File: src/design/periodic_task_scheduler_assert.svh
// assertion macros for the periodic task scheduler
`ifndef PERIODIC_TASK_SCHEDULER_ASSERT_SVH
`define PERIODIC_TASK_SCHEDULER_ASSERT_SVH

`ifndef SYNTHESIS

`define PSCHED_ASSERT_SAME(lbl, clk, rst, ante, cons) \
   lbl: assert property (@(posedge clk) disable iff (rst) (ante) |-> (cons)) \
      else $error("same-cycle check failed");

`define PSCHED_ASSERT_NEXT(lbl, clk, rst, ante, cons) \
   lbl: assert property (@(posedge clk) disable iff (rst) (ante) |=> (cons)) \
      else $error("next-cycle check failed");

`else

`define PSCHED_ASSERT_SAME(lbl, clk, rst, ante, cons)

`define PSCHED_ASSERT_NEXT(lbl, clk, rst, ante, cons)

`endif

`endif

File: src/design/psched_pkg.sv
// shared types and constants for the periodic task scheduler
package psched_pkg;

   localparam int DEF_TASKS = 8;
   localparam int IDX_IN_W  = 8;
   localparam int PERIOD_W  = 16;

   typedef enum logic [2:0] {
      CMD_TICK    = 3'd0,
      CMD_CREATE  = 3'd1,
      CMD_DELETE  = 3'd2,
      CMD_SUSPEND = 3'd3,
      CMD_RESUME  = 3'd4,
      CMD_WAIT    = 3'd5,
      CMD_DONE    = 3'd6
   } cmd_type;

   typedef enum logic [1:0] {
      MODE_SUSPENDED = 2'd0,
      MODE_READY     = 2'd1,
      MODE_WAITING   = 2'd2,
      MODE_REMOVED   = 2'd3
   } mode_type;

   typedef enum logic [1:0] {
      STAT_OK        = 2'd0,
      STAT_BAD_INDEX = 2'd1,
      STAT_NO_ENTRY  = 2'd2
   } status_type;

   typedef enum logic [1:0] {
      S_IDLE,
      S_RUN,
      S_FINISH
   } state_type;

   typedef struct packed {
      logic                present;
      mode_type            mode;
      logic [PERIOD_W-1:0] period;
      logic [PERIOD_W-1:0] countdown;
   } slot_type;

   typedef struct packed {
      logic [2:0]          cmd;
      logic                addr_hit;
      logic                run_hit;
      logic                entry;
      logic [PERIOD_W-1:0] period;
   } head_ctl_type;

   typedef struct packed {
      logic cand;
      logic no_entry;
   } head_res_type;

   localparam slot_type SLOT_RESET = '{
      present:   1'b0,
      mode:      MODE_SUSPENDED,
      period:    '0,
      countdown: '0
   };

endpackage

File: src/design/psched_if.sv
// request and response channel interfaces
interface psched_req_if;
   logic        valid;
   logic        ready;
   logic [2:0]  command;
   logic [7:0]  task_index;
   logic [15:0] period;
   logic        entry_present;

   modport source (output valid, command, task_index, period, entry_present, input ready);
   modport sink (input valid, command, task_index, period, entry_present, output ready);
endinterface

interface psched_rsp_if #(parameter int TASK_W = 4);
   logic              valid;
   logic              ready;
   logic [1:0]        status;
   logic              switch_request;
   logic [TASK_W-1:0] next_task;

   modport source (output valid, status, switch_request, next_task, input ready);
   modport sink (input valid, status, switch_request, next_task, output ready);
endinterface

File: src/design/periodic_task_scheduler.sv
// periodic task scheduler top level: slot ring, head update and control
//
//   channel   dir   fields
//   req_bus   in    command, task_index, period, entry_present
//   rsp_bus   out   status, switch_request, next_task
//
// for every item the slot ring rotates once through the head update, one slot per
// cycle, then the finish step settles the result
// reset clears every slot and sets the running task to idle
// a new item is taken while the last result waits; its own result then
// holds in the finish step until the response register frees
module periodic_task_scheduler #(
   parameter int TASKS = psched_pkg::DEF_TASKS
) (
   input logic                clock,
   input logic                reset,
   psched_req_if.sink         req_bus,
   psched_rsp_if.source       rsp_bus
);
   import psched_pkg::*;

   `include "periodic_task_scheduler_assert.svh"

   localparam int IDX_W  = (TASKS > 1) ? $clog2(TASKS) : 1;
   localparam int TASK_W = $clog2(TASKS + 1);

   state_type           state_ff, state_in;
   logic [IDX_W-1:0]    step_ff, step_in;
   logic [2:0]          cmd_ff, cmd_in;
   logic [IDX_IN_W-1:0] idx_ff, idx_in;
   logic [PERIOD_W-1:0] per_ff, per_in;
   logic                entry_ff, entry_in;
   status_type          status_ff, status_in;
   logic                found_ff, found_in;
   logic [IDX_W-1:0]    target_ff, target_in;
   logic [TASK_W-1:0]   running_ff, running_in;
   logic                rsp_valid_ff, rsp_valid_in;
   logic [1:0]          rsp_status_ff, rsp_status_in;
   logic                rsp_sw_ff, rsp_sw_in;
   logic [TASK_W-1:0]   rsp_next_ff, rsp_next_in;

   logic                shift_en;
   logic                accept;
   logic                idx_bad;
   slot_type            chain [TASKS];
   slot_type            head_out;
   head_ctl_type        ctl;
   head_res_type        res;

   // slot ring: cell 0 is the head, the updated slot enters at the tail
   for (genvar k = 0; k < TASKS; k++) begin : g_cell
      slot_type cell_in;
      if (k == TASKS - 1) begin : g_tail
         assign cell_in = head_out;
      end else begin : g_mid
         assign cell_in = chain[k+1];
      end
      psched_cell u_cell (
         .clock    (clock),
         .reset    (reset),
         .shift_en (shift_en),
         .slot_in  (cell_in),
         .slot_out (chain[k])
      );
   end

   assign ctl.cmd      = cmd_ff;
   assign ctl.addr_hit = (idx_ff == IDX_IN_W'(step_ff));
   assign ctl.run_hit  = (running_ff == TASK_W'(step_ff));
   assign ctl.entry    = entry_ff;
   assign ctl.period   = per_ff;

   psched_head u_head (
      .slot_in  (chain[0]),
      .ctl      (ctl),
      .slot_out (head_out),
      .res      (res)
   );

   assign req_bus.ready = (state_ff == S_IDLE);
   assign accept        = req_bus.valid && req_bus.ready;
   assign idx_bad       = (req_bus.task_index >= IDX_IN_W'(TASKS));

   always_ff @(posedge clock) begin
      if (reset) begin
         state_ff     <= S_IDLE;
         step_ff      <= '0;
         running_ff   <= TASK_W'(TASKS);
         rsp_valid_ff <= 1'b0;
         found_ff     <= 1'b0;
      end else begin
         state_ff     <= state_in;
         step_ff      <= step_in;
         running_ff   <= running_in;
         rsp_valid_ff <= rsp_valid_in;
         found_ff     <= found_in;
      end
   end

   always_ff @(posedge clock) begin
      cmd_ff        <= cmd_in;
      idx_ff        <= idx_in;
      per_ff        <= per_in;
      entry_ff      <= entry_in;
      status_ff     <= status_in;
      target_ff     <= target_in;
      rsp_status_ff <= rsp_status_in;
      rsp_sw_ff     <= rsp_sw_in;
      rsp_next_ff   <= rsp_next_in;
   end

   always_comb begin
      state_in      = state_ff;
      step_in       = step_ff;
      cmd_in        = cmd_ff;
      idx_in        = idx_ff;
      per_in        = per_ff;
      entry_in      = entry_ff;
      status_in     = status_ff;
      found_in      = found_ff;
      target_in     = target_ff;
      running_in    = running_ff;
      rsp_valid_in  = rsp_valid_ff && !rsp_bus.ready;
      rsp_status_in = rsp_status_ff;
      rsp_sw_in     = rsp_sw_ff;
      rsp_next_in   = rsp_next_ff;
      shift_en      = 1'b0;
      case (state_ff)
         S_IDLE: begin
            if (accept) begin
               state_in  = S_RUN;
               step_in   = '0;
               cmd_in    = req_bus.command;
               idx_in    = req_bus.task_index;
               per_in    = req_bus.period;
               entry_in  = req_bus.entry_present;
               found_in  = 1'b0;
               status_in = STAT_OK;
               case (req_bus.command)
                  CMD_CREATE: begin
                     if (idx_bad) begin
                        status_in = STAT_BAD_INDEX;
                     end else if (!req_bus.entry_present) begin
                        status_in = STAT_NO_ENTRY;
                     end
                  end
                  CMD_DELETE, CMD_SUSPEND, CMD_RESUME, CMD_WAIT: begin
                     if (idx_bad) begin
                        status_in = STAT_BAD_INDEX;
                     end
                  end
                  default: begin
                     status_in = STAT_OK;
                  end
               endcase
            end
         end
         S_RUN: begin
            shift_en = 1'b1;
            if (res.no_entry) begin
               status_in = STAT_NO_ENTRY;
            end
            if (res.cand && !found_ff) begin
               found_in  = 1'b1;
               target_in = step_ff;
            end
            if (step_ff == IDX_W'(TASKS - 1)) begin
               state_in = S_FINISH;
            end else begin
               step_in = step_ff + 1'b1;
            end
         end
         S_FINISH: begin
            if (!rsp_valid_ff || rsp_bus.ready) begin
               state_in      = S_IDLE;
               rsp_valid_in  = 1'b1;
               rsp_status_in = status_ff;
               rsp_sw_in     = 1'b0;
               rsp_next_in   = '0;
               if (cmd_ff == CMD_TICK && found_ff) begin
                  rsp_sw_in   = 1'b1;
                  rsp_next_in = TASK_W'(target_ff);
                  running_in  = TASK_W'(target_ff);
               end else if (cmd_ff == CMD_DONE) begin
                  rsp_sw_in   = 1'b1;
                  rsp_next_in = TASK_W'(TASKS);
                  running_in  = TASK_W'(TASKS);
               end
            end
         end
         default: begin
            state_in = S_IDLE;
         end
      endcase
   end

   assign rsp_bus.valid          = rsp_valid_ff;
   assign rsp_bus.status         = rsp_status_ff;
   assign rsp_bus.switch_request = rsp_sw_ff;
   assign rsp_bus.next_task      = rsp_next_ff;

   `PSCHED_ASSERT_NEXT(a_accept_starts_walk, clock, reset, accept,
                       (state_ff == S_RUN) && (step_ff == '0))
   `PSCHED_ASSERT_SAME(a_no_switch_zero_next, clock, reset,
                       rsp_bus.valid && !rsp_bus.switch_request, rsp_bus.next_task == '0)
   `PSCHED_ASSERT_SAME(a_running_in_range, clock, reset, 1'b1, running_ff <= TASK_W'(TASKS))
   `PSCHED_ASSERT_SAME(a_busy_not_ready, clock, reset, state_ff != S_IDLE, !req_bus.ready)

endmodule

File: src/design/psched_cell.sv
// one task slot of the rotating slot ring
module psched_cell (
   input  logic                 clock,
   input  logic                 reset,
   input  logic                 shift_en,
   input  psched_pkg::slot_type slot_in,
   output psched_pkg::slot_type slot_out
);
   import psched_pkg::*;

   slot_type slot_ff;
   slot_type slot_in_nxt;

   always_comb begin
      slot_in_nxt = shift_en ? slot_in : slot_ff;
   end

   always_ff @(posedge clock) begin
      if (reset) begin
         slot_ff <= SLOT_RESET;
      end else begin
         slot_ff <= slot_in_nxt;
      end
   end

   assign slot_out = slot_ff;

endmodule

File: src/design/psched_head.sv
// slot update applied at the head of the ring
module psched_head (
   input  psched_pkg::slot_type     slot_in,
   input  psched_pkg::head_ctl_type ctl,
   output psched_pkg::slot_type     slot_out,
   output psched_pkg::head_res_type res
);
   import psched_pkg::*;

   logic [PERIOD_W-1:0] cd_dec;

   always_comb begin
      slot_out     = slot_in;
      res.cand     = 1'b0;
      res.no_entry = 1'b0;
      cd_dec       = slot_in.countdown - 16'd1;
      case (ctl.cmd)
         CMD_TICK: begin
            if (slot_in.present) begin
               if (slot_in.mode == MODE_READY) begin
                  res.cand = !ctl.run_hit;
               end else if (slot_in.mode == MODE_SUSPENDED) begin
                  slot_out.countdown = cd_dec;
                  if (cd_dec == '0) begin
                     slot_out.countdown = slot_in.period;
                     slot_out.mode      = MODE_READY;
                     res.cand           = 1'b1;
                  end
               end
            end
         end
         CMD_CREATE: begin
            if (ctl.addr_hit && ctl.entry) begin
               slot_out.present   = 1'b1;
               slot_out.mode      = MODE_SUSPENDED;
               slot_out.period    = ctl.period;
               slot_out.countdown = ctl.period;
            end
         end
         CMD_DELETE: begin
            if (ctl.addr_hit) begin
               if (slot_in.present) begin
                  slot_out = SLOT_RESET;
                  slot_out.mode = MODE_REMOVED;
               end else begin
                  res.no_entry = 1'b1;
               end
            end
         end
         CMD_SUSPEND: begin
            if (ctl.addr_hit) begin
               slot_out.mode = MODE_SUSPENDED;
            end
         end
         CMD_RESUME: begin
            if (ctl.addr_hit) begin
               slot_out.mode = MODE_READY;
            end
         end
         CMD_WAIT: begin
            if (ctl.addr_hit) begin
               slot_out.mode = MODE_WAITING;
            end
         end
         CMD_DONE: begin
            if (ctl.run_hit) begin
               slot_out.mode = MODE_SUSPENDED;
            end
         end
         default: begin
            slot_out = slot_in;
         end
      endcase
   end

endmodule
File: src/flat_wrapper.sv
// flat-port wrapper written by rule: the top's interface ports become plain ports
module periodic_task_scheduler_flat import psched_pkg::*;
#(
   parameter int TASKS = psched_pkg::DEF_TASKS
)
  (clock, reset, req_bus_valid, req_bus_command, req_bus_task_index, req_bus_period, req_bus_entry_present, req_bus_ready, rsp_bus_valid, rsp_bus_status, rsp_bus_switch_request, rsp_bus_next_task, rsp_bus_ready);
  psched_req_if req_bus_i ();
  psched_rsp_if rsp_bus_i ();
  input logic clock;
  input logic reset;
  input wire logic [$bits(req_bus_i.valid)-1:0] req_bus_valid;
  input wire logic [$bits(req_bus_i.command)-1:0] req_bus_command;
  input wire logic [$bits(req_bus_i.task_index)-1:0] req_bus_task_index;
  input wire logic [$bits(req_bus_i.period)-1:0] req_bus_period;
  input wire logic [$bits(req_bus_i.entry_present)-1:0] req_bus_entry_present;
  output wire logic [$bits(req_bus_i.ready)-1:0] req_bus_ready;
  output wire logic [$bits(rsp_bus_i.valid)-1:0] rsp_bus_valid;
  output wire logic [$bits(rsp_bus_i.status)-1:0] rsp_bus_status;
  output wire logic [$bits(rsp_bus_i.switch_request)-1:0] rsp_bus_switch_request;
  output wire logic [$bits(rsp_bus_i.next_task)-1:0] rsp_bus_next_task;
  input wire logic [$bits(rsp_bus_i.ready)-1:0] rsp_bus_ready;
  assign req_bus_i.valid = req_bus_valid;
  assign req_bus_i.command = req_bus_command;
  assign req_bus_i.task_index = req_bus_task_index;
  assign req_bus_i.period = req_bus_period;
  assign req_bus_i.entry_present = req_bus_entry_present;
  assign req_bus_ready = req_bus_i.ready;
  assign rsp_bus_valid = rsp_bus_i.valid;
  assign rsp_bus_status = rsp_bus_i.status;
  assign rsp_bus_switch_request = rsp_bus_i.switch_request;
  assign rsp_bus_next_task = rsp_bus_i.next_task;
  assign rsp_bus_i.ready = rsp_bus_ready;
  periodic_task_scheduler #(.TASKS(TASKS)) u_core (.clock(clock), .reset(reset), .req_bus(req_bus_i), .rsp_bus(rsp_bus_i));
endmodule
File: config.mk
export PLATFORM = sky130hd
export DESIGN_NAME = periodic_task_scheduler_flat
export DESIGN_NICKNAME = d
export VERILOG_FILES = /design/src/design/psched_pkg.sv /design/src/design/psched_if.sv /design/src/design/periodic_task_scheduler.sv /design/src/design/psched_cell.sv /design/src/design/psched_head.sv /design/src/flat_wrapper.sv
export VERILOG_INCLUDE_DIRS = /design/src /design/src/design
export SDC_FILE = /design/constraint.sdc
export NUM_CORES = 1
export LEC_CHECK = 0
export ABC_AREA = 0
export BUFFER_PORTS_ARGS = -buffer_cell sky130_fd_sc_hd__buf_2
export CAP_MARGIN = 25
export CORE_MARGIN = 2
export CORE_UTILIZATION = 60
export CTS_CLUSTER_DIAMETER = 150
export DETAILED_ROUTE_END_ITERATION = 8
export GPL_TIMING_DRIVEN = 0
export PLACE_DENSITY_LB_ADDON = 0.12
export SETUP_SLACK_MARGIN = 0.1
export SLEW_MARGIN = 5
export SYNTH_ARGS = -nofsm -noshare
export SYNTH_HDL_FRONTEND = slang
export SYNTH_SLANG_ARGS = --single-unit
File: constraint.sdc
create_clock -name clock -period 5.9 [get_ports clock]
set_input_delay 1.18 -clock clock [delete_from_list [all_inputs] [get_ports clock]]
set_output_delay 1.18 -clock clock [all_outputs]
set_load 0.03 [all_outputs]
==> impl_metrics.prom, run 1 <==
# TYPE chip_impl_metric gauge
chip_impl_metric{name="final_net_count",unit=""} 1696
chip_impl_metric{name="final_layout_size_suffix_gt1_share",unit="%"} 7.130
chip_impl_metric{name="synthesis.nets",unit=""} 1617
chip_impl_metric{name="maxSlewViolCount",unit=""} 0
chip_impl_metric{name="regToRegSetupSlack",unit="ns"} 2.46
chip_impl_info{name="worstSetupPathType",value="reg -> reg"} 1
chip_impl_metric{name="ctsHoldBuffers",unit=""} 0
chip_impl_metric{name="worstPathArrival",unit="ns"} 3.81
chip_impl_metric{name="floorplan.initialDensity",unit="%"} 61.39
chip_impl_metric{name="layout-area-overhead-vs-synth",unit="%"} 13.87
chip_impl_metric{name="numPortBuffers",unit=""} 40
chip_impl_info{name="hold_end",value="u_core.g_cell[4].u_cell.slot_out[0]"} 1
chip_impl_metric{name="ys_types",unit=""} 69
chip_impl_info{name="family_of_cells_with_the_greatest_summed_delay_on_the_critical_path",value="simple AND/OR/NAND/NOR gates"} 1
chip_impl_metric{name="synthArstFlopShare",unit="%"} 0
chip_impl_metric{name="synth_sequential_area_ratio",unit="%"} 54.11
chip_impl_metric{name="timing.critical_path.slowest_cell_delay",unit="ns"} 0.63
chip_impl_metric{name="finalSetupViolations",unit=""} 0
chip_impl_metric{name="worstPathBufferInverterCount",unit=""} 2
chip_impl_metric{name="max_cap_violations",unit=""} 0
chip_impl_info{name="cts_tree",value="built"} 1
chip_impl_metric{name="finalWorstSetupSlack",unit="ns"} 2.461
chip_impl_info{name="synth_commonest_cells",value="527 x sky130_fd_sc_hd__nand2_1, 291 x sky130_fd_sc_hd__dfxtp_1, 276 x sky130_fd_sc_hd__a21oi_1, 113 x sky130_fd_sc_hd__clkbuf_1, 60 x sky130_fd_sc_hd__nor2_1"} 1
chip_impl_metric{name="syn_avg_cell_area",unit="um^2"} 8.214
chip_impl_metric{name="setup_tns",unit="ns"} 0
chip_impl_metric{name="drc",unit=""} 0
chip_impl_metric{name="slew_headroom",unit="%"} 38.29
chip_impl_metric{name="fp.coreArea",unit="um^2"} 21150
chip_impl_info{name="cp-end-kind",value="flop"} 1
chip_impl_info{name="grt_setup_unrepaired",value="false"} 1
chip_impl_info{name="ys_flop_type",value="sky130_fd_sc_hd__dfxtp_1"} 1
chip_impl_info{name="worst_setup_path_start_kind",value="flop"} 1
chip_impl_metric{name="drtAntennaViolNets",unit=""} 0
chip_impl_metric{name="finalCritPeriodShare",unit="%"} 58.29
chip_impl_metric{name="post_synth_inst_count",unit=""} 1581
chip_impl_metric{name="number_of_antenna_violations_at_the_first_check_in_global_routing",unit=""} 1
chip_impl_metric{name="fp-row-count",unit=""} 53
chip_impl_metric{name="min_delay_path_depth",unit=""} 2
chip_impl_metric{name="worst_slew_pin_slew",unit="ns"} 0.9257
chip_impl_metric{name="power.leakage",unit="nW"} 4.956
chip_impl_metric{name="critPathMaxFanout",unit=""} 10
chip_impl_metric{name="finalWeightedCongestion",unit=""} 0.9687
chip_impl_metric{name="drt_iter0_drc",unit=""} 1064
chip_impl_metric{name="drt_wl_total",unit="um"} 37590
chip_impl_metric{name="hold_viol_final",unit=""} 0
chip_impl_metric{name="count_of_flip_flops_with_a_built_in_enable_after_synthesis",unit=""} 40
chip_impl_metric{name="synth-seq-cells",unit=""} 331
chip_impl_metric{name="gr-usage-all-layers",unit="%"} 33.41
chip_impl_metric{name="max-vdd-ir-drop",unit="uV"} 240.8
chip_impl_metric{name="global_route_wire_length_before_repair",unit="um"} 58040
chip_impl_metric{name="cts_inserted_buffers",unit=""} 35
chip_impl_info{name="synth_top_cell_by_area",value="sky130_fd_sc_hd__dfxtp_1"} 1
chip_impl_metric{name="global_route.overflow_total",unit=""} 0
chip_impl_info{name="count_leader_synth",value="sky130_fd_sc_hd__nand2_1"} 1
chip_impl_metric{name="average_via_count_per_standard_cell",unit=""} 5.890
chip_impl_metric{name="post_cts_resized",unit=""} 0
chip_impl_info{name="r2r_end",value="u_core.g_cell[7].u_cell.slot_out[23]"} 1
chip_impl_metric{name="final_util",unit="%"} 69.91
chip_impl_metric{name="placement.setup.worst_slack",unit="ns"} 2.628
chip_impl_metric{name="clkTransAtPathRegs",unit="ns"} 0.06
chip_impl_info{name="timing.critical_path.slowest_stage_cell",value="sky130_fd_sc_hd__a221oi_1"} 1
chip_impl_metric{name="num_antenna_cells",unit=""} 0
chip_impl_metric{name="ctsHtreeMaxLevel",unit=""} 2
chip_impl_metric{name="synth_top_cell_area_share",unit="%"} 44.86
chip_impl_metric{name="cts_buffer_depth",unit=""} 3
chip_impl_metric{name="crit_required",unit="ns"} 6.27
chip_impl_metric{name="firstDrtPassIters",unit=""} 6
chip_impl_metric{name="die-area",unit="um^2"} 22840
chip_impl_metric{name="route.detailed.wl_per_inst",unit="um"} 19.20
chip_impl_info{name="largest_cells_by_area_after_synthesis",value="sky130_fd_sc_hd__dfxtp_1 45%, sky130_fd_sc_hd__nand2_1 15%, sky130_fd_sc_hd__a21oi_1 11%, sky130_fd_sc_hd__edfxtp_1 9.2%, sky130_fd_sc_hd__clkbuf_1 3.3%"} 1
chip_impl_metric{name="final.setup_skew",unit="ns"} 0.01651
chip_impl_info{name="ctsRootBufferMaster",value="sky130_fd_sc_hd__clkbuf_16"} 1
chip_impl_metric{name="worst_skew_pair.late_latency",unit="ns"} 0.51
chip_impl_metric{name="final.min_clock_period",unit="ns"} 3.439
chip_impl_metric{name="via_count",unit=""} 11530
chip_impl_metric{name="maximum_number_of_pins_on_one_net_before_global_route_repair",unit=""} 21
chip_impl_metric{name="detailed_place_hpwl",unit="um"} 27520
chip_impl_metric{name="post_cts.repair.setup_buffers",unit=""} 0
chip_impl_metric{name="grt_pass1_vias",unit=""} 10780
chip_impl_info{name="status",value="finished clean"} 1
chip_impl_info{name="timing.critical_path.cells",value="xor2_1, nor3_1, nand2_1, or3_1, clkbuf_1, clkbuf_1, a221oi_1, nor3_1"} 1
chip_impl_metric{name="io_pins",unit=""} 41
chip_impl_metric{name="clock-sinks",unit=""} 331
chip_impl_metric{name="clock.fmax",unit="MHz"} 290.8
chip_impl_metric{name="die_width",unit="um"} 151.1
chip_impl_metric{name="dieHeight",unit="um"} 151.1
chip_impl_info{name="holdCritPathClass",value="reg -> reg"} 1
chip_impl_info{name="hp-start",value="u_core.g_cell[5].u_cell.slot_out[0]"} 1
chip_impl_metric{name="synth_area",unit="um^2"} 12990
chip_impl_metric{name="yosys_warnings",unit=""} 0
chip_impl_metric{name="worstRegToRegCells",unit=""} 8
chip_impl_metric{name="pwr_density_cell",unit="nW/um^2"} 334.1
chip_impl_info{name="timing.rr.start",value="u_core.idx_ff[1]"} 1
[cell families after synthesis]
logic type	Yosys count	share of synthesized area (%)
compound gates	385	16.96
xor+xnor	13	1.021
fa+ha+maj	4	0.3854
buf+inv	128	3.893
flops	331	54.11
mux	1	0.07708
simple gates	719	23.56
[layout by cell type (no fill, tap or decap), types with 4 or more instances in the layout]
master and instances:
sky130_fd_sc_hd__xnor2_1 4, sky130_fd_sc_hd__nor3b_1 6, sky130_fd_sc_hd__dfxtp_1 291, sky130_fd_sc_hd__a21oi_1 276, sky130_fd_sc_hd__a31oi_1 4, sky130_fd_sc_hd__edfxtp_1 40
sky130_fd_sc_hd__clkbuf_1 113, sky130_fd_sc_hd__a22oi_1 4, sky130_fd_sc_hd__nand2_1 527, sky130_fd_sc_hd__a211oi_1 13, sky130_fd_sc_hd__a221oi_1 12, sky130_fd_sc_hd__nand2b_1 16
sky130_fd_sc_hd__nand4_1 6, sky130_fd_sc_hd__inv_1 8, sky130_fd_sc_hd__clkbuf_8 8, sky130_fd_sc_hd__nor3_1 28, sky130_fd_sc_hd__nor2b_1 5, sky130_fd_sc_hd__clkbuf_16 38
sky130_fd_sc_hd__nand3_1 18, sky130_fd_sc_hd__ha_1 4, sky130_fd_sc_hd__o21ai_0 24, sky130_fd_sc_hd__and2_1 11, sky130_fd_sc_hd__buf_2 42, sky130_fd_sc_hd__or3_1 7
sky130_fd_sc_hd__or4_1 5, sky130_fd_sc_hd__nand3b_1 5, sky130_fd_sc_hd__nor2_1 60, sky130_fd_sc_hd__clkinv_2 5, sky130_fd_sc_hd__xor2_1 8, sky130_fd_sc_hd__and3_1 6
sky130_fd_sc_hd__a311oi_1 7
[metal layers]
layer	vias up	GRT usage [%]	wire, um
li1	5518	-	-
met1	5466	45.84	15940
met2	483	53.11	17240
met3	64	7.741	3475
met4	2	9.673	916
met5	-	0	13
[flip-flops by register name, summed over array words and instances, names as in the netlist, 2 cells and up]
signal / cells
u_core.g_cell.u_cell.slot_out: 280
u_core.per_ff: 16
u_core.idx_ff: 8
u_core.rsp_bus.next_task: 4
u_core.running_ff: 4
u_core.cmd_ff: 3
u_core.step_ff: 3
u_core.target_ff: 3
u_core.rsp_bus.status: 2
u_core.state_ff: 2
u_core.status_ff: 2
[cell type report]
class / instances / area, um^2
Fill cell: 1782 / 6366
Buffer: 120 / 475.5
Clock inverter: 14 / 163.9
Multi-Input combinational cell: 1122 / 5454
Sequential cell: 331 / 7027
Tap cell: 275 / 344.1
Clock buffer: 46 / 1061
Timing Repair Buffer: 42 / 232.7
Inverter: 8 / 30.03
[how the worst max path moves through the flow]
stage / start / to / depth (start not counted)
4_1_cts: u_core.g_cell[0].u_cell.slot_out[0] / u_core.target_ff[0] / 11
5_1_grt: u_core.step_ff[0] / u_core.g_cell[7].u_cell.slot_out[23] / 8
6_report: u_core.idx_ff[1] / u_core.g_cell[7].u_cell.slot_out[23] / 8
3_3_place_gp: u_core.g_cell[0].u_cell.slot_out[0] / u_core.g_cell[7].u_cell.slot_out[3] / 10
3_5_place_dp: u_core.g_cell[0].u_cell.slot_out[0] / u_core.target_ff[1] / 11
2_1_floorplan: u_core.g_cell[0].u_cell.slot_out[1] / u_core.target_ff[0] / 11
[through the flow]
step                cell area [um^2]  hold slack, ns  std cells  power [mW]
detailed placement             13560          0.4428       1897       2.679
floorplan                      12990          0.4003       1581       2.569
CTS                            14780          0.4524       1957       4.946
global placement               13530          0.4405       1896       2.672
finish                         14790          0.4526       1958       4.940
global route                   14790          0.4663       1958       5.067
[report_power, final]
part / switching, mW / total, mW / internal (mW)
registers: 0.0312 / 2.35 / 2.32
logic: 0.220 / 0.289 / 0.0682
clock network: 0.900 / 2.30 / 1.40
[worst reg2reg max path, delay by kind of cell (launching register included)]
kind                   cells  cell delay [ns]
AND/OR/NAND/NOR            4             1.54
flip-flops                 1             0.42
XOR/XNOR                   1             0.17
AO/OA/AOI/OAI              1             0.63
buffers and inverters      2             0.55
(Power assumes the default switching activity.)
==> run 2: changes to the inputs <==
clock period = 3.6 ns   (was 5.9 ns; I/O delays follow)
==> impl_metrics.prom, run 2 (synthesis gave the netlist of run 1 again) <==
# TYPE chip_impl_metric gauge
chip_impl_metric{name="drt_iter0_drc",unit=""} 1038
chip_impl_metric{name="drc",unit=""} 0
chip_impl_metric{name="cts_inserted_buffers",unit=""} 35
chip_impl_metric{name="cts_buffer_depth",unit=""} 3
chip_impl_metric{name="die-area",unit="um^2"} 22840
chip_impl_info{name="status",value="finished clean"} 1
chip_impl_metric{name="maximum_number_of_pins_on_one_net_before_global_route_repair",unit=""} 21
chip_impl_metric{name="average_via_count_per_standard_cell",unit=""} 5.877
chip_impl_metric{name="setup_tns",unit="ns"} 0
chip_impl_metric{name="global_route.overflow_total",unit=""} 0
chip_impl_metric{name="global_route_wire_length_before_repair",unit="um"} 58040
chip_impl_info{name="worstSetupPathType",value="reg -> reg"} 1
chip_impl_metric{name="worst_skew_pair.late_latency",unit="ns"} 0.51
chip_impl_metric{name="worst_slew_pin_slew",unit="ns"} 0.9588
chip_impl_metric{name="number_of_antenna_violations_at_the_first_check_in_global_routing",unit=""} 1
chip_impl_metric{name="grt_pass1_vias",unit=""} 10780
chip_impl_metric{name="route.detailed.wl_per_inst",unit="um"} 19.21
chip_impl_info{name="grt_setup_unrepaired",value="false"} 1
chip_impl_metric{name="final.min_clock_period",unit="ns"} 3.325
chip_impl_metric{name="maxSlewViolCount",unit=""} 0
chip_impl_metric{name="detailed_place_hpwl",unit="um"} 27520
chip_impl_metric{name="filler_cell_count",unit=""} 1781
chip_impl_metric{name="dieHeight",unit="um"} 151.1
chip_impl_metric{name="drt_wl_total",unit="um"} 37630
chip_impl_info{name="ctsRootBufferMaster",value="sky130_fd_sc_hd__clkbuf_16"} 1
chip_impl_metric{name="crit_required",unit="ns"} 3.78
chip_impl_metric{name="max-vdd-ir-drop",unit="uV"} 394.5
chip_impl_info{name="top_library_cells_by_usage_in_the_layout_fill_and_taps_aside",value="527 x sky130_fd_sc_hd__nand2_1, 291 x sky130_fd_sc_hd__dfxtp_1, 276 x sky130_fd_sc_hd__a21oi_1"} 1
chip_impl_metric{name="clock-sinks",unit=""} 331
chip_impl_metric{name="critPathMaxFanout",unit=""} 10
chip_impl_metric{name="max_ffs_per_register",unit=""} 280
chip_impl_metric{name="io_pins",unit=""} 41
chip_impl_metric{name="via_count",unit=""} 11510
chip_impl_info{name="hold_end",value="u_core.per_ff[4]"} 1
chip_impl_info{name="cp-end-kind",value="flop"} 1
chip_impl_metric{name="fp.coreArea",unit="um^2"} 21150
chip_impl_metric{name="clock.fmax",unit="MHz"} 300.7
chip_impl_metric{name="numPortBuffers",unit=""} 40
chip_impl_metric{name="final_net_count",unit=""} 1697
chip_impl_metric{name="placed_cell_count",unit=""} 1897
chip_impl_metric{name="final.setup_skew",unit="ns"} 0.01577
chip_impl_metric{name="clkTransAtPathRegs",unit="ns"} 0.06
chip_impl_metric{name="finalSetupViolations",unit=""} 0
chip_impl_metric{name="final-instance-count-excl-fill",unit=""} 1959
chip_impl_metric{name="layout-area-overhead-vs-synth",unit="%"} 13.97
chip_impl_info{name="hp-start",value="req_bus_period[4]"} 1
chip_impl_metric{name="final_layout_size_suffix_gt1_share",unit="%"} 7.245
chip_impl_metric{name="drtAntennaViolNets",unit=""} 0
chip_impl_metric{name="worstPathArrival",unit="ns"} 3.51
chip_impl_info{name="holdCritPathClass",value="in -> reg"} 1
chip_impl_metric{name="die_width",unit="um"} 151.1
chip_impl_metric{name="num_antenna_cells",unit=""} 0
chip_impl_metric{name="max_cap_violations",unit=""} 0
chip_impl_metric{name="finalWeightedCongestion",unit=""} 0.9687
chip_impl_metric{name="power.leakage",unit="nW"} 4.963
chip_impl_metric{name="floorplan.initialDensity",unit="%"} 61.39
chip_impl_metric{name="fp-row-count",unit=""} 53
chip_impl_metric{name="finalCritPeriodShare",unit="%"} 92.36
chip_impl_metric{name="regToRegSetupSlack",unit="ns"} 0.27
chip_impl_metric{name="firstDrtPassIters",unit=""} 6
chip_impl_info{name="mostFrequentLayoutCell",value="sky130_fd_sc_hd__nand2_1"} 1
chip_impl_metric{name="slew_headroom",unit="%"} 36.08
chip_impl_metric{name="gr-usage-all-layers",unit="%"} 33.41
chip_impl_metric{name="pwr_density_cell",unit="nW/um^2"} 547.0
chip_impl_info{name="timing.rr.start",value="u_core.g_cell[0].u_cell.slot_out[0]"} 1
chip_impl_info{name="r2r_end",value="u_core.target_ff[1]"} 1
chip_impl_info{name="worst_setup_path_start_kind",value="flop"} 1
chip_impl_metric{name="min_delay_path_depth",unit=""} 1
chip_impl_metric{name="ctsHtreeMaxLevel",unit=""} 2
chip_impl_info{name="cts_tree",value="built"} 1
chip_impl_metric{name="hold_viol_final",unit=""} 0
chip_impl_metric{name="worstRegToRegCells",unit=""} 11
run 2: changes by cell type in the layout (fill, tap and decap cells not counted), sizes merged:
cell | before | now
buf | 48 | 49
run 2: cell type report:
type	instances	area, um^2	area share [%]
Sequential cell	331	7027	47.48
Multi-Input combinational cell	1122	5459	36.88
Clock buffer	46	1061	7.169
Buffer	120	475.5	3.212
Tap cell	275	344.1	2.325
Timing Repair Buffer	43	240.2	1.623
Clock inverter	14	163.9	1.107
Inverter	8	30.03	0.2029
run 2: stage by stage:
step	cell area, um^2	setup WS [ns]	utilization (%)	power, mW	hold WS, ns
after detailed placement	13560	0.3284	64.09	4.390	0.4428
after global routing	14800	0.1364	69.97	8.305	0.3726
after floorplan	12990	0.8004	-	4.210	0.4003
after global placement	13530	0.3771	63.96	4.379	0.4405
after CTS	14780	0.3237	69.88	8.106	0.3742
final	14800	0.2749	69.97	8.096	0.3868
run 2: critical path, cell delays in order (launching register included):
cell                       delay, ns
sky130_fd_sc_hd__dfxtp_1        0.38
sky130_fd_sc_hd__buf_2          0.28
sky130_fd_sc_hd__inv_1          0.10
sky130_fd_sc_hd__ha_1           0.30
sky130_fd_sc_hd__o21bai_1       0.24
sky130_fd_sc_hd__a211oi_1       0.33
sky130_fd_sc_hd__a21oi_1        0.11
sky130_fd_sc_hd__or4_4          0.55
sky130_fd_sc_hd__buf_6          0.17
sky130_fd_sc_hd__nor3_1         0.18
sky130_fd_sc_hd__a21oi_1        0.07
sky130_fd_sc_hd__nor2b_1        0.31
run 2: how the worst max path moves through the flow:
stage          cells past startpoint  slack [ns]                           startpoint                                   end
2_1_floorplan                     11        0.80  u_core.g_cell[0].u_cell.slot_out[1]                   u_core.target_ff[0]
3_3_place_gp                      10        0.38  u_core.g_cell[0].u_cell.slot_out[0]   u_core.g_cell[7].u_cell.slot_out[3]
3_5_place_dp                      11        0.33  u_core.g_cell[0].u_cell.slot_out[0]                   u_core.target_ff[1]
4_1_cts                           11        0.32  u_core.g_cell[0].u_cell.slot_out[0]                   u_core.target_ff[0]
5_1_grt                            8        0.14                     u_core.idx_ff[4]  u_core.g_cell[7].u_cell.slot_out[23]
6_report                          11        0.27  u_core.g_cell[0].u_cell.slot_out[0]                   u_core.target_ff[1]
run 2: power breakdown:
group          internal [mW]  total [mW]  leakage, nW  switching (mW)
registers               3.80        3.86         2.73          0.0514
logic                  0.112       0.474         1.62           0.362
clock network           2.29        3.77        0.607            1.47
total                   6.21        8.10         4.96            1.89
run 2: layer usage:
layer / GRT usage (%) / vias to the layer above / share of wire (%)
met1: 45.84 / 5456 / 43
met2: 53.11 / 471 / 46
met4: 9.673 / 2 / 2.4
met5: 0 / - / 0.035
li1: - / 5522 / -
met3: 7.741 / 62 / 9.2
run 2: timing repair:
action,in CTS,in global routing
hold endpoints to repair,0,0
resized for setup,0,1
hold buffers,0,0
endpoints found under the setup margin,0,3
setup buffers,0,1
==> run 3: changes to the inputs <==
CORE_UTILIZATION = 56   (was 60)
clock period = 3 ns   (was 3.6 ns; I/O delays follow)
==> impl_metrics.prom, run 3 (synthesis gave the netlist of run 1 again) <==
# TYPE chip_impl_metric gauge
chip_impl_info{name="status",value="finished clean"} 1
chip_impl_info{name="cp-end-kind",value="flop"} 1
chip_impl_metric{name="finalCritPeriodShare",unit="%"} 94.78
chip_impl_metric{name="dieHeight",unit="um"} 156.3
chip_impl_metric{name="worstPathArrival",unit="ns"} 3.27
chip_impl_info{name="timing.rr.start",value="u_core.g_cell[0].u_cell.slot_out[0]"} 1
chip_impl_metric{name="average_via_count_per_standard_cell",unit=""} 5.904
chip_impl_metric{name="drt_iter0_drc",unit=""} 1279
chip_impl_metric{name="cts_inserted_buffers",unit=""} 35
chip_impl_metric{name="ctsHtreeMaxLevel",unit=""} 2
chip_impl_metric{name="num_antenna_cells",unit=""} 0
chip_impl_metric{name="worst_slew_pin_slew",unit="ns"} 0.9669
chip_impl_metric{name="number_of_antenna_violations_at_the_first_check_in_global_routing",unit=""} 0
chip_impl_metric{name="finalWeightedCongestion",unit=""} 0.9843
chip_impl_metric{name="io_pins",unit=""} 41
chip_impl_info{name="timing.critical_path.cells",value="buf_8, inv_2, ha_4, or3b_4, o21ai_4, nand3_2, or4_4, nor4_4, buf_4, buf_4, a2111oi_0, nor3_1"} 1
chip_impl_metric{name="hold_viol_final",unit=""} 0
chip_impl_metric{name="power.total",unit="mW"} 9.601
chip_impl_metric{name="clkTransAtPathRegs",unit="ns"} 0.06
chip_impl_metric{name="final.setup_skew",unit="ns"} 0.01411
chip_impl_metric{name="met3WireLength",unit="um"} 3330
chip_impl_metric{name="maximum_number_of_pins_on_one_net_before_global_route_repair",unit=""} 24
chip_impl_metric{name="die_width",unit="um"} 156.3
chip_impl_metric{name="worstSetupPathDepth",unit=""} 12
chip_impl_metric{name="final_util",unit="%"} 66.24
chip_impl_metric{name="filler_cell_count",unit=""} 2005
chip_impl_metric{name="floorplan.initialDensity",unit="%"} 57.18
chip_impl_metric{name="final_layout_size_suffix_gt1_share",unit="%"} 8.973
chip_impl_metric{name="finish.instance_area",unit="um^2"} 15040
chip_impl_metric{name="max_cap_violations",unit=""} 0
chip_impl_metric{name="drc",unit=""} 0
chip_impl_metric{name="final-instance-count-excl-fill",unit=""} 1979
chip_impl_metric{name="grt_pass1_vias",unit=""} 10580
chip_impl_info{name="timing.critical_path.slowest_stage_cell",value="sky130_fd_sc_hd__or4_4"} 1
chip_impl_metric{name="max-vdd-ir-drop",unit="uV"} 460.9
chip_impl_info{name="grt_setup_unrepaired",value="false"} 1
chip_impl_metric{name="placed_cell_count",unit=""} 1907
chip_impl_metric{name="detailed_place.area",unit="um^2"} 13570
chip_impl_metric{name="worst_skew_pair.late_latency",unit="ns"} 0.51
chip_impl_metric{name="gr-usage-all-layers",unit="%"} 30.69
chip_impl_metric{name="numPortBuffers",unit=""} 40
chip_impl_info{name="top_layer",value="met4"} 1
chip_impl_metric{name="clock-sinks",unit=""} 331
chip_impl_info{name="cp-endpoint",value="u_core.g_cell[7].u_cell.slot_out[3]"} 1
chip_impl_metric{name="firstDrtPassIters",unit=""} 6
chip_impl_info{name="worst_setup_path_start_kind",value="flop"} 1
chip_impl_info{name="timing.critical_path.mode_cell",value="sky130_fd_sc_hd__buf_4"} 1
chip_impl_info{name="r2r_end",value="u_core.g_cell[7].u_cell.slot_out[3]"} 1
chip_impl_metric{name="layout-area-overhead-vs-synth",unit="%"} 15.84
chip_impl_metric{name="drtAntennaViolNets",unit=""} 0
chip_impl_metric{name="pwr_density_cell",unit="nW/um^2"} 638.2
chip_impl_metric{name="drt_wl_total",unit="um"} 37500
chip_impl_metric{name="via_count",unit=""} 11690
chip_impl_info{name="holdCritPathClass",value="in -> reg"} 1
chip_impl_info{name="worstSetupPathType",value="reg -> reg"} 1
chip_impl_info{name="ctsRootBufferMaster",value="sky130_fd_sc_hd__clkbuf_16"} 1
chip_impl_metric{name="final.min_clock_period",unit="ns"} 2.843
chip_impl_metric{name="final_net_count",unit=""} 1706
chip_impl_metric{name="crit_required",unit="ns"} 3.43
chip_impl_metric{name="clock.fmax",unit="MHz"} 351.7
chip_impl_metric{name="critPathMaxFanout",unit=""} 10
chip_impl_metric{name="route.detailed.wl_per_inst",unit="um"} 18.95
chip_impl_metric{name="global_route_wire_length_before_repair",unit="um"} 57760
chip_impl_metric{name="timing.critical_path.slowest_cell_delay",unit="ns"} 0.51
chip_impl_metric{name="max_ffs_per_register",unit=""} 280
chip_impl_metric{name="regToRegSetupSlack",unit="ns"} 0.16
chip_impl_metric{name="fp.coreArea",unit="um^2"} 22710
chip_impl_metric{name="finalSetupViolations",unit=""} 0
chip_impl_metric{name="setup_tns",unit="ns"} 0
chip_impl_metric{name="met2_wirelength",unit="um"} 17030
chip_impl_info{name="mostFrequentLayoutCell",value="sky130_fd_sc_hd__nand2_1"} 1
chip_impl_info{name="cts_tree",value="built"} 1
chip_impl_info{name="critical_path.startpoint",value="u_core.g_cell[0].u_cell.slot_out[0]"} 1
chip_impl_metric{name="global_route.overflow_total",unit=""} 0
chip_impl_metric{name="detailed_place_hpwl",unit="um"} 27260
chip_impl_metric{name="slew_headroom",unit="%"} 35.54
chip_impl_metric{name="power.leakage",unit="nW"} 5.050
chip_impl_metric{name="die-area",unit="um^2"} 24420
chip_impl_metric{name="maxSlewViolCount",unit=""} 0
chip_impl_info{name="family_of_cells_with_the_greatest_summed_delay_on_the_critical_path",value="simple AND/OR/NAND/NOR gates"} 1
chip_impl_metric{name="met1_length",unit="um"} 16060
chip_impl_metric{name="fp-row-count",unit=""} 55
chip_impl_metric{name="worstPathBufferInverterCount",unit=""} 4
chip_impl_metric{name="worstRegToRegCells",unit=""} 12
chip_impl_info{name="top_library_cells_by_usage_in_the_layout_fill_and_taps_aside",value="526 x sky130_fd_sc_hd__nand2_1, 290 x sky130_fd_sc_hd__dfxtp_1, 276 x sky130_fd_sc_hd__a21oi_1"} 1
chip_impl_metric{name="cts_buffer_depth",unit=""} 3
run 3: cell types whose count changed in the layout (fill, tap and decap cells not counted), moves of 4 or more:
cell	before	now
sky130_fd_sc_hd__buf_4	1	11
sky130_fd_sc_hd__a221oi_1	12	6
sky130_fd_sc_hd__clkbuf_1	113	117
sky130_fd_sc_hd__clkinv_2	5	1
run 3: metrics by stage:
stage	worst slack, ns	hold WS (ns)
after floorplan	0.2004	0.4003
after global placement	-0.2379	0.4118
after detailed placement	-0.3309	0.4111
after CTS	0.1250	0.2506
after global routing	0.08023	0.2570
final	0.1566	0.2601
run 3: worst min-delay path by stage:
| stage | slack (ns) | endpoint | from | cells past startpoint |
|---|---|---|---|---|
| floorplan | 0.40 | u_core.rsp_bus.status[0] | u_core.status_ff[0] | 0 |
| global placement | 0.41 | u_core.rsp_bus.status[0] | u_core.status_ff[0] | 0 |
| detailed placement | 0.41 | u_core.rsp_bus.status[1] | u_core.status_ff[1] | 0 |
| CTS | 0.25 | u_core.idx_ff[2] | req_bus_task_index[2] | 1 |
| global route | 0.26 | u_core.per_ff[13] | req_bus_period[13] | 1 |
| finish | 0.26 | u_core.idx_ff[2] | req_bus_task_index[2] | 1 |
run 3: report_power, final:
part | switching [mW] | internal (mW) | leakage [nW] | total [mW]
sequential | 0.0628 | 4.56 | 2.74 | 4.63
clock | 1.73 | 2.66 | 0.583 | 4.40
combinational | 0.438 | 0.140 | 1.73 | 0.578
run 3: layout make-up:
cell class	count	area [um^2]	area share, %
Tap cell	285	356.6	2.370
Sequential cell	331	7030	46.74
Inverter	8	30.03	0.1996
Clock buffer	57	1132	7.527
Buffer	120	493.0	3.277
Clock inverter	4	50.05	0.3327
Multi-Input combinational cell	1122	5640	37.49
Timing Repair Buffer	52	310.3	2.063
run 3: routing by layer:
metal	global-route usage (%)	vias to the layer above
li1	-	5547
met1	42.94	5560
met2	48.23	502
met3	6.259	76
met4	9.174	0
met5	0	-
run 3: repair_timing:
action,in CTS,in global routing
hold buffers,0,0
gates resized for setup,23,23
setup buffers,3,7
pin swaps,3,6
endpoints found under the setup margin,30,19
